==> src/hw/rtl/pcsn_pkg.sv <==
`default_nettype none
package pcsn_pkg;
  localparam int IN_W = 24;
  localparam int MW   = 2 * IN_W;
  localparam int SW   = 2 * MW;
  localparam int HW   = MW / 2;
  localparam int RW   = MW + 3;
  localparam int QW   = 15;
  localparam int OW   = 16;
  localparam int FRAC = 14;
  localparam logic [OW-1:0] ONE_Q = OW'(1 << FRAC);

  typedef struct packed {
    logic signed [IN_W-1:0] a_real;
    logic signed [IN_W-1:0] a_imag;
    logic signed [IN_W-1:0] b_real;
    logic signed [IN_W-1:0] b_imag;
    logic                   real_only;
  } in_item_t;

  typedef struct packed {
    logic signed [OW-1:0] out_real;
    logic signed [OW-1:0] out_imag;
  } out_item_t;

  typedef struct packed {
    logic [MW-1:0] pr_m;
    logic [MW-1:0] pi_m;
    logic          pr_neg;
    logic          pi_neg;
    logic          ro;
  } sq_side_t;

  typedef struct packed {
    logic          v;
    logic [SW-1:0] rad;
    logic [RW-1:0] rem;
    logic [MW-1:0] root;
    sq_side_t      side;
  } sq_bus_t;

  typedef struct packed {
    logic pr_neg;
    logic pi_neg;
    logic ro;
    logic zero;
  } dv_side_t;

  typedef struct packed {
    logic          v;
    logic [MW-1:0] d;
    logic [MW:0]   xr;
    logic [MW:0]   xi;
    logic [QW-1:0] qr;
    logic [QW-1:0] qi;
    dv_side_t      side;
  } dv_bus_t;
endpackage
`default_nettype wire

==> src/hw/rtl/pcsn_sqrt_cell.sv <==
`default_nettype none
module pcsn_sqrt_cell (
  input  wire logic             clk,
  input  wire logic             rst_n,
  input  wire logic             en,
  input  wire pcsn_pkg::sq_bus_t d_in,
  output pcsn_pkg::sq_bus_t     d_out
);
  import pcsn_pkg::*;

  sq_bus_t       cell_r, cell_nxt;
  logic [RW-1:0] rem_sh, trial;
  logic          ge;

  always_comb begin
    rem_sh = {d_in.rem[RW-3:0], d_in.rad[SW-1:SW-2]};
    trial  = {{(RW-MW-2){1'b0}}, d_in.root, 2'b01};
    ge     = rem_sh >= trial;
    cell_nxt      = d_in;
    cell_nxt.rad  = {d_in.rad[SW-3:0], 2'b00};
    cell_nxt.rem  = ge ? rem_sh - trial : rem_sh;
    cell_nxt.root = {d_in.root[MW-2:0], ge};
  end

  always_ff @(posedge clk) begin
    if (!rst_n) begin
      cell_r.v <= 1'b0;
    end else if (en) begin
      cell_r.v <= cell_nxt.v;
    end
    if (en) begin
      cell_r.rad  <= cell_nxt.rad;
      cell_r.rem  <= cell_nxt.rem;
      cell_r.root <= cell_nxt.root;
      cell_r.side <= cell_nxt.side;
    end
  end

  assign d_out = cell_r;
endmodule
`default_nettype wire

==> config.mk <==
export PLATFORM = sky130hd
export DESIGN_NAME = pcsn_sqrt_cell
export DESIGN_NICKNAME = d
export VERILOG_FILES = /design/src/hw/rtl/pcsn_pkg.sv /design/src/hw/rtl/pcsn_sqrt_cell.sv
export SDC_FILE = /design/constraint.sdc
export NUM_CORES = 1
export LEC_CHECK = 0
export BUFFER_PORTS_ARGS = -buffer_cell sky130_fd_sc_hd__buf_4
export CAP_MARGIN = 10
export CORE_AREA = 10 10 224 226
export CTS_CLUSTER_SIZE = 14
export DETAILED_ROUTE_END_ITERATION = 7
export DIE_AREA = 0 0 234 236
export PLACE_DENSITY = 0.6
export SETUP_SLACK_MARGIN = 0.3
export SLEW_MARGIN = 40
export SYNTH_ARGS = -nofsm -noshare
export SYNTH_HDL_FRONTEND = slang
export SYNTH_SLANG_ARGS = --single-unit
==> constraint.sdc <==
create_clock -name clk -period 7.5 [get_ports clk]
set_clock_uncertainty 0.2 [all_clocks]
set_input_delay 0.75 -clock clk [delete_from_list [all_inputs] [get_ports clk]]
set_output_delay 0.75 -clock clk [all_outputs]
set_load 0.02 [all_outputs]
==> impl_metrics.tcl, run 1 <==
set metrics [dict create \
    status "finished, final reports clean" \
    holdPathEnd "d_out[264]" \
    ys_seq_elements 293 \
    rsz0062_at_grt "false" \
    holdWs_ns 0.180 \
    holdCritStartpoint "d_in[262]" \
    drtIter0Drc 731 \
    ir_drop_mv 0.174 \
    slew_viol_final 0 \
    drive_gt1_share_pct 43.7 \
    dpl_worst_slack_ns 2.52 \
    max_cap_viol_count 0 \
    synth_area_leaders "edfxtp_1 70%, ha_1 5.0%, nand2_1 2.5%" \
    cts_made_buffers 37 \
    die_h_um 236 \
    relSlewSlack_pct 45.0 \
    path_class "input pin to register" \
    worstHoldPathCells 1 \
    crit_required_ns 7.59 \
    synth.distinct_cells 58 \
    antenna_left 0 \
    cts_resized 0 \
    synth_edf_count 292 \
    initial_utilization_pct 27.2 \
    n_fill_cell 4432 \
    route.detailed.drc 0 \
    async_reset_ff_share_pct 0 \
    instances_no_fill 2118 \
    synth_ff_type "edfxtp_1" \
    power.density_nw_per_um2 257 \
    finalWeightedCongestion 0.877 \
    numClockSinks 293 \
    syn_inst 887 \
    synth_area_um2 12500 \
    rows 79 \
    root_buffer "clkbuf_16" \
    multi_input_area_um2 3270 \
    synth_top_cell_by_area "edfxtp_1" \
    dp_cells 2043 \
    first_pass_iters 6 \
    core_um2 45900 \
    yosysWarningCount 0 \
    die-area_um2 55200 \
    ff_latch_area_um2 8790 \
    worst_setup_path_start_kind "input pin" \
    antenna_found_initial 14 \
    worst_slew_pin_slew_ns 0.814 \
    r2r_start "d_out[294]" \
    pin_count 593 \
    hold_path_class "input pin to register" \
    cts_tree "done" \
    timing.final.crit_share_pct 59.6 \
    fin_util_pct 40.9 \
    yosysMostFrequentCell "edfxtp_1" \
    die_x_um 234 \
    tns_ns 0 \
    totalWireLength_mm 53.1 \
    r2r_slack_ns 6.70 \
    finalHoldViolCount 0 \
    postCtsHoldBufs 0 \
    path_clk_slew_ns 0.06 \
    track_usage_pct 18.2 \
    post-cts-setup-buffers 0 \
    clkLatencyLatePin_ns 0.54 \
    syn_avg_cell_area_um2 14.0 \
    synth_common_cells "292 x edfxtp_1, 82 x nand2_1, 57 x inv_1" \
    vias 9689 \
    synth_top_area_share_pct 70.4 \
    cp_max_fo 80 \
    cp.arrival_ns 4.56 \
    clock.fmax_mhz 224 \
    area_delta_synth_final_pct 50.6 \
    dp_hpwl_mm 43.5 \
    min_period_ns 4.47 \
    htree_levels 2 \
    setup_ws_ns 3.03 \
    worstRegToRegCells 2 \
    cts_buffer_depth 3 \
    largest_reg_flops 293 \
    ys_seq_area_share_pct 70.5 \
    r2r-end "d_out[294]" \
    setup_viol 0 \
    p_leak_nw 8.01 \
    finalNetCount 1823 \
    grt_max_degree 102 \
    worst_setup_path_end_kind "register" \
    grt-ovfl-total 0 \
    grt_pass1_wl_mm 72.6 \
    post_drt_wl_per_cell_um 25.1 \
    grt_pass1_vias 9899 \
    portBuffers 588 \
    viasPerCell 4.57 \
]
==> layout by cell type (no fill, tap or decap), drive strengths merged, types with 3 or more instances in the layout <==
cell type  count
o21ai         70
o221ai         3
a21o          27
ha            50
clkbuf        48
xor2          28
nor2b          7
nand3         11
or3            4
edfxtp       292
nand2b         5
nor3           5
o211ai         5
a21oi         54
diode          9
and3           4
nor4           3
o21a           8
a21boi         3
nor2          27
nand4         20
o21bai        11
a31oi          7
mux2           4
buf          592
inv           60
and2           6
bufinv         4
clkinv        10
nand2         82
xnor2         21
==> metrics by stage <==
| stage | total power, W | area, um2 |
|---|---|---|
| CTS | 0.00490 | 18700 |
| finish | 0.00483 | 18800 |
| global placement | 0.00305 | 17500 |
| global route | 0.00502 | 18800 |
| floorplan | 0.00252 | 12500 |
| detailed placement | 0.00306 | 17500 |
==> cell families (layout without fill, tap and decap cells) <==
family                   Yosys count  count (layout)  share of synthesized area (%)
flip-flops                       293             293                           70.5
multiplexers                       5               5                          0.442
AO/OA/AOI/OAI                    208             208                           10.5
XOR/XNOR                          49              49                           3.44
buffers and inverters            102             716                           3.27
adder cells (fa/ha/maj)           50              50                           5.02
AND/OR/NAND/NOR                  179             179                           6.72
other                              1              11                         0.0301
==> how the worst max path moves through the flow <==
stage                     startpoint    endpoint  slack (ns)  depth (start not counted)
final                       d_in[99]  d_out[160]        3.03                         13
after global routing        d_in[99]  d_out[160]        2.91                         13
after CTS                   d_in[99]  d_out[160]        3.09                         13
after detailed placement    d_in[99]  d_out[160]        2.52                         13
after global placement      d_in[99]  d_out[160]        2.56                         13
after floorplan            d_in[103]  d_out[197]        3.69                         14
==> layout make-up <==
class | count | area share (%)
Antenna cell | 9 | 0.120
Clock buffer | 48 | 5.37
Clock inverter | 18 | 1.17
Inverter | 58 | 1.16
Multi-Input combinational cell | 493 | 17.4
Sequential cell | 293 | 46.8
Tap cell | 607 | 4.05
Timing Repair Buffer | 592 | 23.9
==> routing by layer <==
| layer | vias up | global-route usage (%) | part of all wire, % |
|---|---|---|---|
| met2 | 414 | 33.3 | 53 |
| met1 | 4704 | 18.1 | 33 |
| met3 | 70 | 8.03 | 12 |
| met5 | - | 0 | 0.15 |
| li1 | 4487 | - | - |
| met4 | 14 | 5.14 | 2.4 |
==> power breakdown <==
group | internal, W | leakage, nW | switching [W] | total (W)
Combinational | 0.000408 | 4.55 | 0.000577 | 0.000985
Sequential | 0.00198 | 2.86 | 0.0000449 | 0.00203
Clock | 0.00109 | 0.596 | 0.000717 | 0.00181
Total | 0.00349 | 8.01 | 0.00134 | 0.00483
==> critical path, stage by stage <==
cell and delay [ns]:
buf_4 0.09, inv_1 0.07, ha_1 0.25, or3_1 0.39, o221a_2 0.33, a31oi_1 0.36, o211ai_2 0.21, a31oi_1 0.45
or4_4 0.26, o211ai_4 0.12, a31oi_4 0.49, buf_12 0.34, mux2_1 0.36
(Power assumes the default switching activity.)
==> run 2: changes to the inputs <==
--- a/config.mk
+++ b/config.mk
@@ -5,13 +5,14 @@
 export SDC_FILE = /design/constraint.sdc
 export NUM_CORES = 1
 export LEC_CHECK = 0
+export ABC_AREA = 1
 export BUFFER_PORTS_ARGS = -buffer_cell sky130_fd_sc_hd__buf_4
 export CAP_MARGIN = 10
-export CORE_AREA = 10 10 224 226
+export CORE_AREA = 10 10 220 222
 export CTS_CLUSTER_SIZE = 14
 export DETAILED_ROUTE_END_ITERATION = 7
-export DIE_AREA = 0 0 234 236
-export PLACE_DENSITY = 0.6
+export DIE_AREA = 0 0 230 232
+export PLACE_DENSITY = 0.65
 export SETUP_SLACK_MARGIN = 0.3
 export SLEW_MARGIN = 40
 export SYNTH_ARGS = -nofsm -noshare
==> constraint.sdc (replaced) <==
create_clock -name clk -period 4.46 [get_ports clk]
set_clock_uncertainty 0.2 [all_clocks]
set_input_delay 0.446 -clock clk [delete_from_list [all_inputs] [get_ports clk]]
set_output_delay 0.446 -clock clk [all_outputs]
set_load 0.02 [all_outputs]
==> impl_metrics.tcl, run 2 <==
set metrics [dict create \
    status "finished, final reports clean" \
    antenna_left 0 \
    synth_ff_type "edfxtp_1" \
    rows 77 \
    holdPathEnd "d_out[168]" \
    post-cts-setup-buffers 0 \
    first_pass_iters 5 \
    timing.final.crit_share_pct 72.6 \
    viasPerCell 4.49 \
    grt_use_met1_pct 27.8 \
    cp.arrival_ns 3.31 \
    die-area_um2 53400 \
    crit_required_ns 4.53 \
    pin_count 593 \
    grt-ovfl-total 0 \
    numClockSinks 293 \
    syn_inst 1420 \
    crit_start "d_in[115]" \
    clock.fmax_mhz 309 \
    cts_buffer_depth 3 \
    path_class "input pin to register" \
    synth_top_area_share_pct 62.3 \
    finalHoldViolCount 0 \
    tns_ns 0 \
    holdCritStartpoint "d_in[166]" \
    route.detailed.drc 0 \
    grt_pass1_wl_mm 97.1 \
    yosysWarningCount 0 \
    drive_gt1_share_pct 29.3 \
    min_period_ns 3.24 \
    post_drt_wl_per_cell_um 23.4 \
    track_usage_pct 24.9 \
    worst_setup_path_start_kind "input pin" \
    p_leak_nw 10.9 \
    synth_area_leaders "edfxtp_1 62%, nand2_1 13%, inv_1 7.2%" \
    worstRegToRegCells 3 \
    ys_seq_elements 293 \
    placed_area_um2 19200 \
    slew_viol_final 0 \
    cp_common_cell "nand2_1" \
    dp_hpwl_mm 54.4 \
    synth_edf_count 292 \
    critPathSlowestCell "dlygate4sd3_1" \
    grt_use_met2_pct 43.6 \
    die_h_um 232 \
    relSlewSlack_pct 49.9 \
    fin_util_pct 52.7 \
    async_reset_ff_share_pct 0 \
    hold_path_class "input pin to register" \
    final_common_cell "buf_4" \
    instances_no_fill 2950 \
    power.density_nw_per_um2 357 \
    dp_cells 2595 \
    r2r_slack_ns 3.05 \
    synth_top_cell_by_area "edfxtp_1" \
    largest_reg_flops 293 \
    synth_common_cells "486 x nand2_1, 292 x edfxtp_1, 270 x inv_1" \
    cp_max_fo 43 \
    antenna_found_initial 13 \
    core_um2 43900 \
    n_fill_cell 3910 \
    final_cell_mix "590 x buf_4, 486 x nand2_1, 292 x edfxtp_1" \
    max_cap_viol_count 0 \
    r2r-end "d_out[294]" \
    cts_tree "done" \
    rsz0062_at_grt "false" \
    synth.distinct_cells 31 \
    initial_utilization_pct 32.0 \
    max_stage_delay_ns 0.54 \
    setup_viol 0 \
    worst_slew_pin_slew_ns 0.751 \
    cts_made_buffers 35 \
    grt_pass1_vias 13761 \
    busiest_layer "met2" \
    r2r_start "d_out[294]" \
    syn_avg_cell_area_um2 9.91 \
    yosysMostFrequentCell "nand2_1" \
    worst_setup_path_end_kind "register" \
    htree_levels 2 \
    vias 13242 \
    finalNetCount 2670 \
    met3_usage_pct 6.23 \
    portBuffers 588 \
    worstHoldPathCells 3 \
    area_delta_synth_final_pct 64.6 \
    drtIter0Drc 1042 \
    grt_max_degree 107 \
    die_x_um 230 \
    ys_seq_area_share_pct 62.5 \
    path_clk_slew_ns 0.05 \
    postCtsHoldBufs 282 \
    clkLatencyLatePin_ns 0.53 \
    cp_cell_sequence "dlygate4sd3_1 > buf_4 > inv_1 > ha_1 > nand2_1 > inv_1 > nand2_1 > inv_1 > nand2_1 > nand2_1 > inv_1 > nand3_1 > nand2_1 > nand3_4 > inv_2 > buf_12 > o21ai_1" \
    synth_area_um2 14100 \
    root_buffer "clkbuf_16" \
    finalWeightedCongestion 0.928 \
    ir_drop_mv 0.262 \
    cts_resized 0 \
    totalWireLength_mm 69.0 \
    final_area_um2 23200 \
]
-- run 2: routing by layer --
layer | share of wire [%] | vias to the layer above
met1 | 38 | 6263
met2 | 50 | 506
li1 | - | 6347
met4 | 5.2 | 8
met5 | 0.083 | -
met3 | 6.7 | 118
-- run 2: final cells by class --
class | count | area (um2) | area share (%)
clock buffers | 45 | 933 | 4.03
inverters | 280 | 1050 | 4.54
clock inverters | 17 | 168 | 0.724
repair buffers | 876 | 7330 | 31.6
multi-input cells | 836 | 4130 | 17.8
diodes | 11 | 27.5 | 0.119
well taps | 592 | 741 | 3.20
flip-flops and latches | 293 | 8790 | 37.9
-- run 2: worst max path at each step --
stage,endpoint,slack (ns)
5_1_grt,d_out[154],1.00
2_1_floorplan,d_out[153],1.97
6_report,d_out[165],1.22
3_5_place_dp,d_out[165],1.22
3_3_place_gp,d_out[165],1.23
4_1_cts,d_out[154],1.18
-- run 2: where the power goes --
group	total (W)	leakage (nW)	switching (W)	internal [W]
clock network	0.00278	0.528	0.00117	0.00161
logic	0.00207	7.51	0.00121	0.000867
registers	0.00342	2.87	0.0000843	0.00333
total	0.00827	10.9	0.00246	0.00581
-- run 2: logic make-up (layout without fill, tap and decap cells) --
logic type	count (synthesis)	after routing	share of synthesized area, %
compound gates	74	74	3.14
simple gates	680	680	19.8
xor+xnor	30	30	1.87
fa+ha+maj	50	50	4.45
flops	293	293	62.5
other cells	1	13	0.0267
buf+inv	292	1218	8.24
-- run 2: worst max-delay path, delay by kind of cell --
family | cells | cell delay (ns)
AND/OR/NAND/NOR | 7 | 0.87
adder cells (fa/ha/maj) | 1 | 0.34
AO/OA/AOI/OAI | 1 | 0.10
buffers and inverters | 8 | 1.52
-- run 2: stage by stage --
step	total power, W	worst slack, ns	hold WS (ns)
3_3_place_gp	0.00531	1.23	0.329
5_1_grt	0.00859	1.00	0.0209
6_report	0.00827	1.22	0.0183
3_5_place_dp	0.00532	1.22	0.342
2_1_floorplan	0.00434	1.97	0.339
4_1_cts	0.00833	1.18	0.000420
==> run 3: changes to the inputs <==
--- a/config.mk
+++ b/config.mk
@@ -5,14 +5,14 @@
 export SDC_FILE = /design/constraint.sdc
 export NUM_CORES = 1
 export LEC_CHECK = 0
-export ABC_AREA = 1
+export ABC_AREA = 0
 export BUFFER_PORTS_ARGS = -buffer_cell sky130_fd_sc_hd__buf_4
 export CAP_MARGIN = 10
-export CORE_AREA = 10 10 220 222
+export CORE_AREA = 10 10 224 226
 export CTS_CLUSTER_SIZE = 14
 export DETAILED_ROUTE_END_ITERATION = 7
-export DIE_AREA = 0 0 230 232
-export PLACE_DENSITY = 0.65
+export DIE_AREA = 0 0 234 236
+export PLACE_DENSITY = 0.6
 export SETUP_SLACK_MARGIN = 0.3
 export SLEW_MARGIN = 40
 export SYNTH_ARGS = -nofsm -noshare
==> constraint.sdc (replaced) <==
create_clock -name clk -period 3.35 [get_ports clk]
set_clock_uncertainty 0.2 [all_clocks]
set_input_delay 0.335 -clock clk [delete_from_list [all_inputs] [get_ports clk]]
set_output_delay 0.335 -clock clk [all_outputs]
set_load 0.02 [all_outputs]
==> impl_metrics.tcl, run 3 (synthesis results as in run 1) <==
set metrics [dict create \
    worst_slew_pin_slew_ns 0.810 \
    vias 11275 \
    setup_ws_ns 0.357 \
    route.detailed.drc 0 \
    drtIter0Drc 681 \
    max_stage_delay_ns 0.54 \
    ir_drop_mv 0.393 \
    post_drt_wl_per_cell_um 24.1 \
    cp.arrival_ns 3.06 \
    totalWireLength_mm 60.2 \
    power.density_nw_per_um2 483 \
    final_cell_mix "667 x buf_4, 292 x edfxtp_1, 290 x dlygate4sd3_1" \
    clock.fmax_mhz 334 \
    max_cap_viol_count 0 \
    finalHoldViolCount 0 \
    crit_required_ns 3.42 \
    antenna_left 0 \
    rsz0062_at_grt "true" \
    grt-ovfl-total 0 \
    clkLatencyLatePin_ns 0.52 \
    numClockSinks 293 \
    die-area_um2 55200 \
    p_leak_nw 9.71 \
    die_x_um 234 \
    area_delta_synth_final_pct 82.2 \
    rows 79 \
    portBuffers 588 \
    dp_cells 2126 \
    grt_max_degree 91 \
    largest_reg_flops 293 \
    min_period_ns 2.99 \
    grt_pass1_vias 11846 \
    worst_setup_path_start_kind "input pin" \
    setup_viol 0 \
    drive_gt1_share_pct 41.8 \
    cts_made_buffers 35 \
    clkPwrFrac_pct 33.0 \
    cp_cell_sequence "dlygate4sd3_1 > buf_4 > inv_2 > ha_4 > a21oi_2 > o21bai_1 > o21ai_1 > a21oi_1 > o21ai_2 > o211ai_4 > a31oi_4 > buf_6 > mux2_4" \
    holdCritStartpoint "d_in[154]" \
    die_h_um 236 \
    track_usage_pct 20.7 \
    slew_viol_final 0 \
    status "finished, final reports clean" \
    hold_path_class "input pin to register" \
    swShare_pct 28.1 \
    p_sw_w 0.00309 \
    pwr-share-seq_pct 41.5 \
    pwr-share-comb_pct 25.5 \
    worst-path-buf-inv 4 \
    cp_top_family "compound AO/OA/AOI/OAI gates" \
    timing.final.crit_share_pct 89.3 \
    final_common_cell "buf_4" \
    first_pass_iters 5 \
    viasPerCell 4.52 \
    dp_hpwl_mm 46.0 \
    finalNetCount 2206 \
    grt_pass1_wl_mm 83.8 \
    pin_count 593 \
    htree_levels 2 \
    worst_setup_path_end_kind "register" \
    critPathSlowestCell "dlygate4sd3_1" \
    cts_tree "done" \
    dpl_worst_slack_ns -0.306 \
    r2r_start "d_out[294]" \
    core_um2 45900 \
    cts_buffer_depth 3 \
    antenna_found_initial 15 \
    crit_start "d_in[130]" \
    path_clk_slew_ns 0.05 \
    instances_no_fill 2497 \
    internal-power_w 0.00789 \
    cp_max_fo 7 \
    finalWeightedCongestion 0.901 \
    path_class "input pin to register" \
    relSlewSlack_pct 46.0 \
    initial_utilization_pct 27.2 \
    root_buffer "clkbuf_16" \
]
run 3: power groups by stage:
stage	Clock (W)	Combinational, W	Sequential, W
after floorplan	0	0.000630	0.00505
after global placement	0	0.00241	0.00461
after detailed placement	0	0.00243	0.00462
after CTS	0.00376	0.00274	0.00455
after global routing	0.00390	0.00297	0.00458
final	0.00363	0.00280	0.00455
run 3: timing repair:
| item | 4_1_cts | 5_1_grt |
|---|---|---|
| hold endpoints to repair | 290 | 0 |
| buffers inserted | 0 | 7 |
| pin swaps | 2 | 22 |
| resized for setup | 1 | 46 |
| endpoints found under the setup margin | 1 | 49 |
| cloned | 0 | 4 |
| hold buffers | 291 | 0 |
run 3: worst register-to-register path: stages, from the launching register on:
cell           delay (ns)
dfxtp_1              0.31
mux2i_1              0.12
nor2b_1              0.06
dlygate4sd3_1        0.55
run 3: worst paths after layout:
path / endpoint / slack, ns / cells past startpoint
setup / recovery: d_out[176] / 0.36 / 13
hold / removal: d_out[156] / 0.05 / 4
setup reg to reg: d_out[294] / 2.00 / 3
hold reg to reg: d_out[294] / 0.87 / 3
run 3: layout make-up:
class                      instances  area, um2
antenna                            9       22.5
clock buffer                      42        923
clock inverter                    18        155
fill                            3991      23200
inverter                          58        228
multi-input combinational        493       3560
sequential                       293       8790
tap                              607        759
timing repair buffer             977       8270
run 3: metal layers:
metal | up-vias | GRT usage, % | share of wire, %
met4 | 14 | 11.3 | 5.7
met1 | 5435 | 21.6 | 35
met2 | 458 | 36.0 | 50
met5 | - | 0 | 0.15
met3 | 121 | 6.94 | 8.3
li1 | 5247 | - | -
run 3: stage by stage:
step / total power [W] / cell area, um2 / setup TNS [ns] / util, % / hold WS [ns]
floorplan: 0.00568 / 12600 / 0 / - / 0.234
global placement: 0.00703 / 18300 / -7.72 / 40.0 / 0.303
detailed placement: 0.00704 / 18300 / -8.26 / 40.0 / 0.310
CTS: 0.0110 / 22300 / 0 / 48.7 / 0.00538
global route: 0.0115 / 22700 / 0 / 49.5 / 0.0359
finish: 0.0110 / 22700 / 0 / 49.5 / 0.0487
