[src/hw/rtl/pcsn_pkg.sv]
`default_nettype none
package pcsn_pkg;
  localparam int IN_W = 24;
  localparam int MW   = 2 * IN_W;
  localparam int SW   = 2 * MW;
  localparam int HW   = MW / 2;
  localparam int RW   = MW + 3;
  localparam int QW   = 15;
  localparam int OW   = 16;
  localparam int FRAC = 14;
  localparam logic [OW-1:0] ONE_Q = OW'(1 << FRAC);

  typedef struct packed {
    logic signed [IN_W-1:0] a_real;
    logic signed [IN_W-1:0] a_imag;
    logic signed [IN_W-1:0] b_real;
    logic signed [IN_W-1:0] b_imag;
    logic                   real_only;
  } in_item_t;

  typedef struct packed {
    logic signed [OW-1:0] out_real;
    logic signed [OW-1:0] out_imag;
  } out_item_t;

  typedef struct packed {
    logic [MW-1:0] pr_m;
    logic [MW-1:0] pi_m;
    logic          pr_neg;
    logic          pi_neg;
    logic          ro;
  } sq_side_t;

  typedef struct packed {
    logic          v;
    logic [SW-1:0] rad;
    logic [RW-1:0] rem;
    logic [MW-1:0] root;
    sq_side_t      side;
  } sq_bus_t;

  typedef struct packed {
    logic pr_neg;
    logic pi_neg;
    logic ro;
    logic zero;
  } dv_side_t;

  typedef struct packed {
    logic          v;
    logic [MW-1:0] d;
    logic [MW:0]   xr;
    logic [MW:0]   xi;
    logic [QW-1:0] qr;
    logic [QW-1:0] qi;
    dv_side_t      side;
  } dv_bus_t;
endpackage
`default_nettype wire

[src/hw/rtl/pcsn_div_cell.sv]
`default_nettype none
module pcsn_div_cell (
  input  wire logic             clk,
  input  wire logic             rst_n,
  input  wire logic             en,
  input  wire pcsn_pkg::dv_bus_t d_in,
  output pcsn_pkg::dv_bus_t     d_out
);
  import pcsn_pkg::*;

  dv_bus_t     cell_r, cell_nxt;
  logic [MW:0] dx, sr, si;
  logic        ger, gei;

  always_comb begin
    dx  = {1'b0, d_in.d};
    ger = d_in.xr >= dx;
    gei = d_in.xi >= dx;
    sr  = ger ? d_in.xr - dx : d_in.xr;
    si  = gei ? d_in.xi - dx : d_in.xi;
    cell_nxt    = d_in;
    cell_nxt.xr = {sr[MW-1:0], 1'b0};
    cell_nxt.xi = {si[MW-1:0], 1'b0};
    cell_nxt.qr = {d_in.qr[QW-2:0], ger};
    cell_nxt.qi = {d_in.qi[QW-2:0], gei};
  end

  always_ff @(posedge clk) begin
    if (!rst_n) begin
      cell_r.v <= 1'b0;
    end else if (en) begin
      cell_r.v <= cell_nxt.v;
    end
    if (en) begin
      cell_r.d    <= cell_nxt.d;
      cell_r.xr   <= cell_nxt.xr;
      cell_r.xi   <= cell_nxt.xi;
      cell_r.qr   <= cell_nxt.qr;
      cell_r.qi   <= cell_nxt.qi;
      cell_r.side <= cell_nxt.side;
    end
  end

  assign d_out = cell_r;
endmodule
`default_nettype wire

[config.mk]
export PLATFORM = sky130hd
export DESIGN_NAME = pcsn_div_cell
export DESIGN_NICKNAME = d
export VERILOG_FILES = /design/src/hw/rtl/pcsn_pkg.sv /design/src/hw/rtl/pcsn_div_cell.sv
export SDC_FILE = /design/constraint.sdc
export NUM_CORES = 1
export LEC_CHECK = 0
export BUFFER_PORTS_ARGS = -buffer_cell sky130_fd_sc_hd__buf_2
export CORE_ASPECT_RATIO = 1.2
export CORE_MARGIN = 2
export CORE_UTILIZATION = 45
export DETAILED_ROUTE_END_ITERATION = 16
export GPL_TIMING_DRIVEN = 0
export PLACE_DENSITY = 0.74
export RECOVER_POWER = 25
export SLEW_MARGIN = 5
export SYNTH_ARGS = -nofsm -noshare
export SYNTH_HDL_FRONTEND = slang
export SYNTH_SLANG_ARGS = --single-unit
[constraint.sdc]
create_clock -name clk -period 5.4 [get_ports clk]
set_clock_uncertainty 0.1 [all_clocks]
set_input_delay 0.27 -clock clk [delete_from_list [all_inputs] [get_ports clk]]
set_output_delay 0.27 -clock clk [all_outputs]
set_load 0.1 [all_outputs]
==> results by group, run 1 <==
Timing
  • Post-route clock period utilization: 79.43%
  • Setup TNS: 0 ps
  • Final Hold Viols: 0
  • Achievable Freq: 233.1 MHz
  • Hold WS: 43.59 ps
  • Tmin final: 4289 ps
  • Worst-Margin Slew: 4368 ps
  • Slew Limit Fails: 87
  • Setup Viol. Count Final: 0
  • Relative slew slack: -191.2%
  • RSZ-0062 raised after global routing: false

Worst setup path
  • Slowest CP cell: clkdlybuf4s25_1
  • Crit-path cells: clkdlybuf4s25_1, mux2i_1, nor2b_1, dlygate4sd3_1
  • Startpoint Class: input port
  • Crit path kind: input port to flop
  • Cell family with the largest share of critical-path delay: buffers and inverters
  • Setup crit end kind: flop
  • Worst EP required: 5630 ps
  • Crit path arrival time: 4520 ps
  • Crit-path max FO: 87
  • Max stage delay on crit path: 3170 ps
  • Buf+Inv Stages, Crit Path: 2

Logic synthesis
  • Post-synthesis adder-cell area fraction: 9.980%
  • Mapped Cells: 1226
  • Cell variety after synth: 79
  • Seq/Total Area, Yosys: 43.14%
  • Compound-Gate Fraction of Synth Area: 18.52%
  • Mapped cell area: 12440 um^2
  • Largest family of logic cells by synthesized area: compound AO/OA/AOI/OAI gates
  • Simple-gate share of the synthesized area: 12.87%
  • Post-synthesis register bit count: 179
  • Most numerous cell in the Yosys netlist: edfxtp_1
  • Post-synthesis xor/xnor area fraction: 5.986%
  • Number of enable flip-flop cells after synthesis: 178
  • Synthesized area per cell: 10.14 um^2
  • Post-synthesis mux area share: 5.191%
  • Synth Flop Type: edfxtp_1
  • Synth warnings: 0
  • Synth cell count leaders: 178 x edfxtp_1, 142 x a21oi_1, 107 x nor2_1
  • Top-area cell type share of the netlist area: 42.98%
  • Cell taking the most area after synthesis: edfxtp_1
  • Async set-reset flop share out of synthesis: 0%
  • Ranking of synthesized cells by area: edfxtp_1 43%, ha_1 9.7%, a21oi_1 5.7%, mux2_2 4.0%, xnor2_1 3.4%

Place
  • Routability cong.: 0.9165
  • PortBufs: 360
  • Dpl cell area: 14710 um^2
  • Post-Place Cells: 1928
  • Post-DP HPWL: 29910 um

Run
  • Max-Cap Viols: 1

Floorplanning
  • Site row count: 66
  • Die Y: 186.1 um
  • Area of the die: 28990 um^2
  • Core region area: 27170 um^2
  • Initial core utilization: 45.78%
  • Boundary Pins: 365
  • Die width: 155.8 um

Drt
  • DRC viols: 0
  • First-pass DRT Iterations: 5
  • M1 WL: 15750 um
  • First DRT Iteration DRCs: 658
  • Highest Signal Layer: met4
  • Met3 wire length: 2014 um
  • DR vias/cell: 5.512
  • Final ANT Viol Nets: 0
  • Routed vias: 11294
  • WL final: 39030 um
  • Met2 WL post-DR: 20180 um
  • WL/cell: 19.05 um

CTS
  • Clk root buf: clkbuf_16
  • H-Tree Depth: 4
  • CTS sink count: 179
  • Resized cells post-CTS: 0
  • Worst-Skew Late Latency: 440 ps
  • CTS tree: yes
  • Clock Path Buffers: 2
  • Num CTS Buffers: 17
  • Clk slew on worst S/H paths: 70 ps

Global route
  • Largest net degree at the start of global routing: 94
  • Gr usage total: 26.25%
  • Initial antenna violation count: 6
  • First-pass GRT wire length: 58380 um
  • Grt total ovfl: 0
  • Vias in the first global route: 11109

Final layout
  • Layout Nets: 1971
  • Synth-to-layout area growth: 29.25%
  • Share of post-route cells with drive strength above 1: 27.03%
  • Flip-flop count of the largest register after layout: 179
  • Post-route cell area: 16070 um^2
  • Non-filler cells, final: 2049

Power and ir drop
  • Maximum vdd ir drop: 0.0002108 V
  • PwrDens: 349.3 nW/um^2
  • P_leak: 7.131 nW

Outcome
  • Failing checks: max-capacitance violations, max-slew violations
  • Status: complete, but fails checks

Min path
  • Hold crit path type: input port to flop
[kinds of logic (layout without fill, tap and decap cells)]
family	after synthesis	after routing
flops	179	179
simple gates	329	329
compound gates	355	355
fa+ha+maj	98	98
xor+xnor	85	85
mux	56	56
other cells	1	9
buf+inv	123	598
[per-layer routing]
| metal | vias to the layer above | track usage, % |
|---|---|---|
| met1 | 5350 | 31.07 |
| met2 | 417 | 48.09 |
| met4 | 0 | 10.42 |
| met5 | - | 0 |
| met3 | 57 | 3.632 |
| li1 | 5470 | - |
[layout by cell type, fill, tap and decap left out, types with 5 or more instances in the layout]
cell / netlist / routed
a211o_1: 5 / 5
a21o_1: 55 / 55
a21oi_1: 142 / 142
a31oi_1: 17 / 17
and2_1: 7 / 7
and3_1: 14 / 14
buf_2: 18 / 340
buf_4: 7 / 7
clkbuf_1: 20 / 57
clkbuf_16: 0 / 17
diode_2: 0 / 7
dlygate4sd3_1: 0 / 82
edfxtp_1: 178 / 178
ha_1: 96 / 96
inv_1: 75 / 75
inv_6: 0 / 5
mux2_2: 44 / 44
mux2_4: 6 / 6
mux2i_1: 6 / 6
nand2_1: 78 / 78
nand2b_1: 19 / 19
nand3_1: 17 / 17
nand4_1: 24 / 24
nor2_1: 107 / 107
nor2b_1: 15 / 15
nor3_1: 17 / 17
o211ai_1: 6 / 6
o21a_1: 12 / 12
o21ai_0: 45 / 45
o21ai_1: 5 / 5
o21bai_1: 13 / 13
o31ai_1: 6 / 6
or2_2: 5 / 5
xnor2_1: 48 / 48
xor2_1: 37 / 37
[report_power, final]
| group | leakage (nW) | switching [mW] | internal, mW |
|---|---|---|---|
| Clock | 0.285 | 0.614 | 0.656 |
| Combinational | 5.10 | 1.93 | 0.609 |
| Sequential | 1.75 | 0.0497 | 1.75 |
| Total | 7.13 | 2.60 | 3.02 |
[what timing repair did]
item / in CTS / in global routing
hold endpoints to repair: 81 / 0
hold buffers: 82 / 0
setup buffers: 0 / 0
[layout make-up]
cell class,count,area [um^2]
clock buffers,17,425.4
multi-input cells,925,6543
repair buffers,443,2609
diodes,7,17.52
fillers,2377,11090
plain buffers,48,251.5
clock inverters,15,156.4
flip-flops and latches,179,5365
well taps,340,425.4
inverters,75,281.5
[final timing paths]
kind / startpoint / end / slack, ps / depth (start not counted)
max: en / d_out[180] / 1110 / 4
min: d_in[126] / d_out[127] / 40 / 2
max reg2reg: d_out[180] / d_out[180] / 4040 / 3
min reg2reg: d_out[180] / d_out[180] / 1000 / 3
[stage by stage]
stage / util, % / power, mW / setup slack [ps]
final: 59.16 / 5.614 / 1111
after global routing: 59.16 / 5.822 / 754.7
after CTS: 59.29 / 5.615 / 1354
after detailed placement: 54.13 / 4.298 / 1415
after global placement: 53.99 / 4.287 / 1428
after floorplan: - / 3.818 / 2136
(Power assumes the default switching activity.)
==> run 2: changes to the inputs <==
--- a/config.mk
+++ b/config.mk
@@ -5,6 +5,7 @@
 export SDC_FILE = /design/constraint.sdc
 export NUM_CORES = 1
 export LEC_CHECK = 0
+export ABC_AREA = 1
 export BUFFER_PORTS_ARGS = -buffer_cell sky130_fd_sc_hd__buf_2
 export CORE_ASPECT_RATIO = 1.2
 export CORE_MARGIN = 2
==> constraint.sdc (replaced) <==
create_clock -name clk -period 3.8 [get_ports clk]
set_clock_uncertainty 0.1 [all_clocks]
set_input_delay 0.19 -clock clk [delete_from_list [all_inputs] [get_ports clk]]
set_output_delay 0.19 -clock clk [all_outputs]
set_load 0.1 [all_outputs]
==> results by group, run 2 <==
Power and ir drop
  • P_leak: 11.07 nW (+55%)
  • P_sw: 3.964 mW (+53%)
  • PwrDens: 418.3 nW/um^2 (+20%)
  • Sw Ratio: 47.68% (+1.4 points)
  • Int Pwr: 4.350 mW (+44%)
  • Maximum vdd ir drop: 0.0003013 V (+43%)
  • Combinational Power Share: 46.7% (+1.4 points)
  • Sequential Power Share: 30.5% (-1.6 points)
  • Clock share of power: 22.7% (about the same)

Final layout
  • Post-route cell area: 19880 um^2 (+24%)
  • Area of the multi-input gates: 8153 um^2 (+25%)
  • Commonest non-fill, non-tap cell in the layout: nand2_1
  • Flip-flop count of the largest register after layout: 179 (unchanged)
  • Synth-to-layout area growth: 26.69%
  • Reg area: 5365 um^2 (unchanged)
  • Most frequent cells in the layout: 1034 x nand2_1, 501 x inv_1, 329 x buf_2
  • Non-filler cells, final: 3394 (+66%)
  • Layout Nets: 3204 (+63%)
  • Share of post-route cells with drive strength above 1: 14.21% (-13 points)
  • Layout filler cell count: 3404 (+43%)

Drt
  • WL final: 59950 um (+54%)
  • First-pass DRT Iterations: 5 (unchanged)
  • DR vias/cell: 4.953 (-10%)
  • WL/cell: 17.66 um (-7.3%)
  • Final ANT Viol Nets: 0 (unchanged)
  • First DRT Iteration DRCs: 1296 (+97%)
  • DRC viols: 0 (unchanged)
  • Routed vias: 16810 (+49%)

Logic synthesis
  • Mapped Cells: 2420 (+97%)
  • Synth cell count leaders: 1034 x nand2_1, 501 x inv_1, 186 x nor2_1
  • Synth warnings: 0 (unchanged)
  • Most numerous cell in the Yosys netlist: nand2_1
  • Cell taking the most area after synthesis: edfxtp_1
  • Post-synthesis register bit count: 179 (unchanged)
  • Number of enable flip-flop cells after synthesis: 178 (unchanged)
  • Synth Flop Type: edfxtp_1
  • Seq/Total Area, Yosys: 34.20% (-8.9 points)
  • Top-area cell type share of the netlist area: 34.07% (-8.9 points)
  • Ranking of synthesized cells by area: edfxtp_1 34%, nand2_1 25%, inv_1 12%, ha_1 7.7%, nand4_1 4.7%
  • Mapped cell area: 15690 um^2 (+26%)
  • Synthesized area per cell: 6.483 um^2 (-36%)
  • Cell variety after synth: 37 (-53%)
  • Async set-reset flop share out of synthesis: 0% (unchanged)

Timing
  • Post-route clock period utilization: 87.34%
  • PnR worst setup slack: 481.0 ps (-629.5 ps)
  • Hold WS: 7.851 ps (-35.74 ps)
  • Relative slew slack: -58.16% (+130 points)
  • Worst-Margin Slew: 2372 ps (-1995 ps)
  • RSZ-0062 raised after global routing: false
  • Tmin final: 3319 ps
  • Setup TNS: 0 ps (unchanged)
  • Slew Limit Fails: 88 (+1.1%)
  • Final Hold Viols: 0 (unchanged)
  • Setup Viol. Count Final: 0 (unchanged)
  • Achievable Freq: 301.3 MHz

Place
  • Post-Place Cells: 3238 (+68%)
  • Dpl cell area: 18100 um^2 (+23%)
  • Worst slack at placement: 644.1 ps (-771.3 ps)
  • Routability cong.: 0.9795 (+6.9%)
  • PortBufs: 360 (unchanged)
  • Post-DP HPWL: 50080 um (+67%)

CTS
  • Clk root buf: clkbuf_16
  • CTS tree: yes
  • CTS sink count: 179 (unchanged)
  • Num CTS Buffers: 17 (unchanged)
  • H-Tree Depth: 4 (unchanged)
  • Clk slew on worst S/H paths: 70 ps (about the same)
  • Worst-Skew Late Latency: 440 ps (about the same)
  • Clock Path Buffers: 2 (unchanged)
  • Number of setup buffers added after CTS: 0 (unchanged)

Floorplanning
  • Die width: 174.5 um (+12%)
  • Die Y: 208.5 um (+12%)
  • Initial core utilization: 45.92% (+0.14 points)
  • Core region area: 34170 um^2 (+26%)
  • Site row count: 74 (+12%)
  • Boundary Pins: 365 (unchanged)
  • Area of the die: 36380 um^2 (+25%)

Worst setup path
  • Cell family with the largest share of critical-path delay: simple AND/OR/NAND/NOR gates
  • Setup crit end kind: flop
  • Startpoint Class: input port
  • Crit-path cells: dlygate4sd3_1, clkbuf_1, inv_1, ha_1, nand2_1, nor2_2, nand2_1, nor3_1, nand4_1, buf_2, buf_6, nand4_1, nand2_1
  • Crit-path max FO: 10 (-89%)
  • Crit path arrival time: 3410 ps (-1110 ps)
  • Critical Path Most Common Cell: nand2_1
  • Worst EP required: 3890 ps (-1740 ps)
  • Buf+Inv Stages, Crit Path: 5 (+3)
  • Crit path kind: input port to flop
  • Max stage delay on crit path: 530 ps (-2640 ps)
  • Slowest CP cell: dlygate4sd3_1

Global route
  • First-pass GRT wire length: 90310 um (+55%)
  • Initial antenna violation count: 4 (-2)
  • Gr usage total: 32.80% (+6.5 points)
  • Largest net degree at the start of global routing: 94 (unchanged)
  • Vias in the first global route: 16345 (+47%)
  • Grt total ovfl: 0 (unchanged)

Outcome
  • Failing checks: max-capacitance violations, max-slew violations
  • Status: complete, but fails checks

Min path
  • Hold crit path type: input port to flop

Run
  • Max-Cap Viols: 1 (unchanged)
[run 2: changes by cell type in the layout (fill, tap and decap cells not counted), sizes merged, moves of 50 or more]
cell and change:
nand4 +94, a21oi -89, nor2 +93, nand3 +75
o21ai -50, mux2 -50, a21o -53, nand2 +960
inv +433
[run 2: kinds of logic after synthesis]
| kind of cell | Yosys count | share of synthesized area (%) |
|---|---|---|
| AND/OR/NAND/NOR | 1471 | 38.77 |
| buffers and inverters | 552 | 13.86 |
| flip-flops | 179 | 34.20 |
| adder cells (fa/ha/maj) | 98 | 7.911 |
| AO/OA/AOI/OAI | 69 | 2.448 |
| XOR/XNOR | 50 | 2.791 |
| other | 1 | 0.02390 |
[run 2: cell type report]
class,instances,share of cell area (%)
plain buffers,42,1.309
repair buffers,482,15.01
diodes,4,0.05036
clock buffers,17,2.140
inverters,510,9.631
well taps,456,2.870
flip-flops and latches,179,26.99
clock inverters,14,0.9757
multi-input cells,1690,41.02
[run 2: repair_timing]
item | CTS | global route
hold endpoints to repair | 120 | 0
resized for setup | 0 | 0
hold buffers | 121 | 0
[run 2: worst min-delay path, stage by stage]
cell     delay, ps
buf_2           90
nand4_1        100
nand2_1         70
[run 2: worst paths after layout]
check / start / to / slack (ps) / depth (start not counted)
min: d_in[41] / d_out[42] / 8 / 3
max: d_in[165] / d_out[119] / 480 / 13
min reg2reg: d_out[180] / d_out[180] / 1010 / 3
max reg2reg: d_out[180] / d_out[180] / 2410 / 3
[run 2: layer usage]
metal / GRT usage, % / vias up / part of all wire (%)
li1: - / 8468 / -
met1: 39.22 / 7642 / 40
met2: 59.15 / 586 / 50
met3: 3.783 / 114 / 5.3
met4: 14.02 / 0 / 4.2
met5: 0 / - / 0
[run 2: per-stage QoR]
step / utilization [%] / power, mW
floorplan: - / 5.467
global placement: 52.87 / 6.316
detailed placement: 52.98 / 6.331
CTS: 58.34 / 8.308
global route: 58.17 / 8.662
finish: 58.18 / 8.314
[run 2: power groups by stage]
| stage | clock network, mW | logic, mW | registers [mW] |
|---|---|---|---|
| floorplan | 0 | 1.21 | 4.25 |
| global placement | 0 | 3.74 | 2.58 |
| detailed placement | 0 | 3.75 | 2.58 |
| CTS | 1.91 | 3.86 | 2.53 |
| global route | 1.97 | 4.13 | 2.56 |
| finish | 1.89 | 3.88 | 2.54 |
==> run 3: changes to the inputs <==
--- a/config.mk
+++ b/config.mk
@@ -9,10 +9,10 @@
 export BUFFER_PORTS_ARGS = -buffer_cell sky130_fd_sc_hd__buf_2
 export CORE_ASPECT_RATIO = 1.2
 export CORE_MARGIN = 2
-export CORE_UTILIZATION = 45
+export CORE_UTILIZATION = 48
 export DETAILED_ROUTE_END_ITERATION = 16
 export GPL_TIMING_DRIVEN = 0
-export PLACE_DENSITY = 0.74
+export PLACE_DENSITY = 0.75
 export RECOVER_POWER = 25
 export SLEW_MARGIN = 5
 export SYNTH_ARGS = -nofsm -noshare
==> constraint.sdc (replaced) <==
create_clock -name clk -period 3.5 [get_ports clk]
set_clock_uncertainty 0.1 [all_clocks]
set_input_delay 0.175 -clock clk [delete_from_list [all_inputs] [get_ports clk]]
set_output_delay 0.175 -clock clk [all_outputs]
set_load 0.1 [all_outputs]
==> results by group, run 3 (synthesis gave the netlist of run 2 again) <==
Min path
  • Hold Crit Start: d_in[98]
  • Hold EP: d_out[99]
  • WHS Path Cells: 3 (unchanged)
  • Hold crit path type: input port to flop

Place
  • PortBufs: 360 (unchanged)
  • Routability cong.: 0.9705 (-0.92%)
  • Post-DP HPWL: 49490 um (-1.2%)

Final layout
  • Area of the multi-input gates: 8153 um^2 (unchanged)
  • Reg area: 5365 um^2 (unchanged)
  • Commonest non-fill, non-tap cell in the layout: nand2_1
  • Flip-flop count of the largest register after layout: 179 (unchanged)
  • Final cell utilization of the core: 61.63% (+3.5 points)
  • Layout Nets: 3217 (+0.41%)
  • Share of post-route cells with drive strength above 1: 14.39% (+0.17 points)
  • Most frequent cells in the layout: 1034 x nand2_1, 501 x inv_1, 338 x buf_2
  • Layout filler cell count: 3092 (-9.2%)
  • Synth-to-layout area growth: 26.69% (unchanged)

Power and ir drop
  • Clock share of power: 20.8% (-1.9 points)
  • P_sw: 4.310 mW (+8.8%)
  • Combinational Power Share: 47.9% (+1.2 points)
  • Maximum vdd ir drop: 0.0002745 V (-8.9%)
  • Sequential Power Share: 31.3% (+0.8 points)
  • P_leak: 11.11 nW (+0.36%)
  • Sw Ratio: 48.84% (+1.2 points)
  • Int Pwr: 4.516 mW (+3.8%)
  • PwrDens: 444.0 nW/um^2 (+6.2%)

Drt
  • First DRT Iteration DRCs: 1571 (+21%)
  • DR vias/cell: 5.108 (+3.1%)
  • DRC viols: 0 (unchanged)
  • WL final: 59780 um (-0.28%)
  • Routed vias: 17144 (+2.0%)
  • WL/cell: 17.81 um (+0.85%)
  • Final ANT Viol Nets: 0 (unchanged)
  • First-pass DRT Iterations: 7 (+2)

Timing
  • Setup Viol. Count Final: 0 (unchanged)
  • Relative slew slack: -51.08% (+7.1 points)
  • Tmin final: 3392 ps
  • Hold WS: -9.778 ps (-17.63 ps)
  • RSZ-0062 raised after global routing: false
  • Achievable Freq: 294.8 MHz
  • Slew Limit Fails: 82 (-6.8%)
  • Final Hold Viols: 1 (+1)
  • Worst-Margin Slew: 2266 ps (-106.2 ps)
  • Post-route clock period utilization: 96.92%

CTS
  • Clk slew on worst S/H paths: 70 ps (about the same)
  • Clock Path Buffers: 2 (unchanged)
  • H-Tree Depth: 4 (unchanged)
  • Clk root buf: clkbuf_16
  • CTS tree: yes
  • CTS sink count: 179 (unchanged)
  • Resized cells post-CTS: 0 (unchanged)
  • Number of setup buffers added after CTS: 0 (unchanged)
  • Num CTS Buffers: 17 (unchanged)
  • Worst-Skew Late Latency: 450 ps (about the same)

Floorplanning
  • Boundary Pins: 365 (unchanged)
  • Core region area: 32250 um^2 (-5.6%)
  • Area of the die: 34150 um^2 (-6.1%)
  • Initial core utilization: 48.65% (+2.7 points)
  • Die Y: 202.0 um (-3.1%)
  • Site row count: 72 (-2.7%)
  • Die width: 169.0 um (-3.1%)

Global route
  • Grt total ovfl: 0 (unchanged)
  • First-pass GRT wire length: 89560 um (-0.83%)
  • Vias in the first global route: 16656 (+1.9%)
  • Gr usage total: 34.69% (+1.9 points)
  • Largest net degree at the start of global routing: 100 (+6.4%)
  • Initial antenna violation count: 1 (-3)

Worst setup path
  • Crit-path max FO: 10 (unchanged)
  • R2R cell count: 3 (unchanged)
  • R2r startpoint: d_out[180]
  • R2r setup slk: 2190 ps (-220 ps)
  • Startpoint Class: input port
  • R2r endpoint: d_out[180]
  • Setup crit end kind: flop
  • Worst EP required: 3590 ps (-300 ps)
  • Crit path kind: input port to flop
  • Crit path arrival time: 3480 ps (+70 ps)

Outcome
  • Status: complete, but fails checks
  • Failing checks: negative hold slack, max-capacitance violations, max-slew violations

Run
  • Max-Cap Viols: 1 (unchanged)
run 3: cell count changes in the layout (fill, tap and decap cells not counted), moves of 2 or more:
cell,before,now
buf_2,329,338
bufinv_16,3,0
clkbuf_1,57,50
diode_2,4,2
dlygate4sd3_1,121,134
inv_6,4,7
inv_8,4,2
run 3: worst max path at each step:
stage	from	to	slack, ps	cells past startpoint
after floorplan	d_in[146]	d_out[62]	1490	11
after global placement	en	d_out[180]	-70	3
after detailed placement	d_in[164]	d_out[111]	400	12
after CTS	d_in[164]	d_out[111]	320	13
after global routing	d_in[175]	d_out[62]	130	13
final	d_in[165]	d_out[111]	110	13
run 3: power groups by stage:
stage / registers (mW) / clock network [mW] / logic (mW)
6_report: 2.76 / 1.84 / 4.23
5_1_grt: 2.78 / 1.93 / 4.49
4_1_cts: 2.75 / 1.85 / 4.19
3_5_place_dp: 2.80 / 0 / 4.07
3_3_place_gp: 2.80 / 0 / 4.03
2_1_floorplan: 4.62 / 0 / 1.32
run 3: critical path, stage by stage:
cell	delay, ps
dlygate4sd3_1	540
clkbuf_1	160
inv_1	120
ha_1	400
nand2_1	140
nor2_2	210
nand2_1	130
nor3_1	550
nand4_1	320
buf_2	350
buf_6	200
nand4_1	90
nand2_1	80
run 3: repair_timing:
| item | 4_1_cts | 5_1_grt |
|---|---|---|
| endpoints found under the setup margin | 0 | 0 |
| hold buffers | 134 | 0 |
| hold endpoints to repair | 133 | 0 |
run 3: layout make-up:
type	count	share of cell area (%)
Multi-Input combinational cell	1690	41.02
Sequential cell	179	26.99
Timing Repair Buffer	495	15.72
Inverter	510	9.631
Tap cell	407	2.562
Clock buffer	18	2.159
Buffer	42	1.309
Clock inverter	13	0.5854
Antenna cell	2	0.02518
run 3: per-layer routing:
| layer | global-route usage, % | routed length, um |
|---|---|---|
| met4 | 16.48 | 2983 |
| met2 | 62.03 | 29770 |
| met1 | 41.51 | 23560 |
| met5 | 0 | 0 |
| met3 | 3.799 | 3475 |
run 3: stage by stage:
step	total power, mW	setup slack (ps)	area [um^2]	std cells	TNS, ps
after CTS	8.794	324.1	19930	3354	0
after detailed placement	6.865	396.2	18040	3189	0
after global placement	6.833	-69.17	18000	3188	-120.3
after global routing	9.195	125.3	19870	3355	0
final	8.826	107.8	19880	3356	0
after floorplan	5.936	1492	15690	2421	0
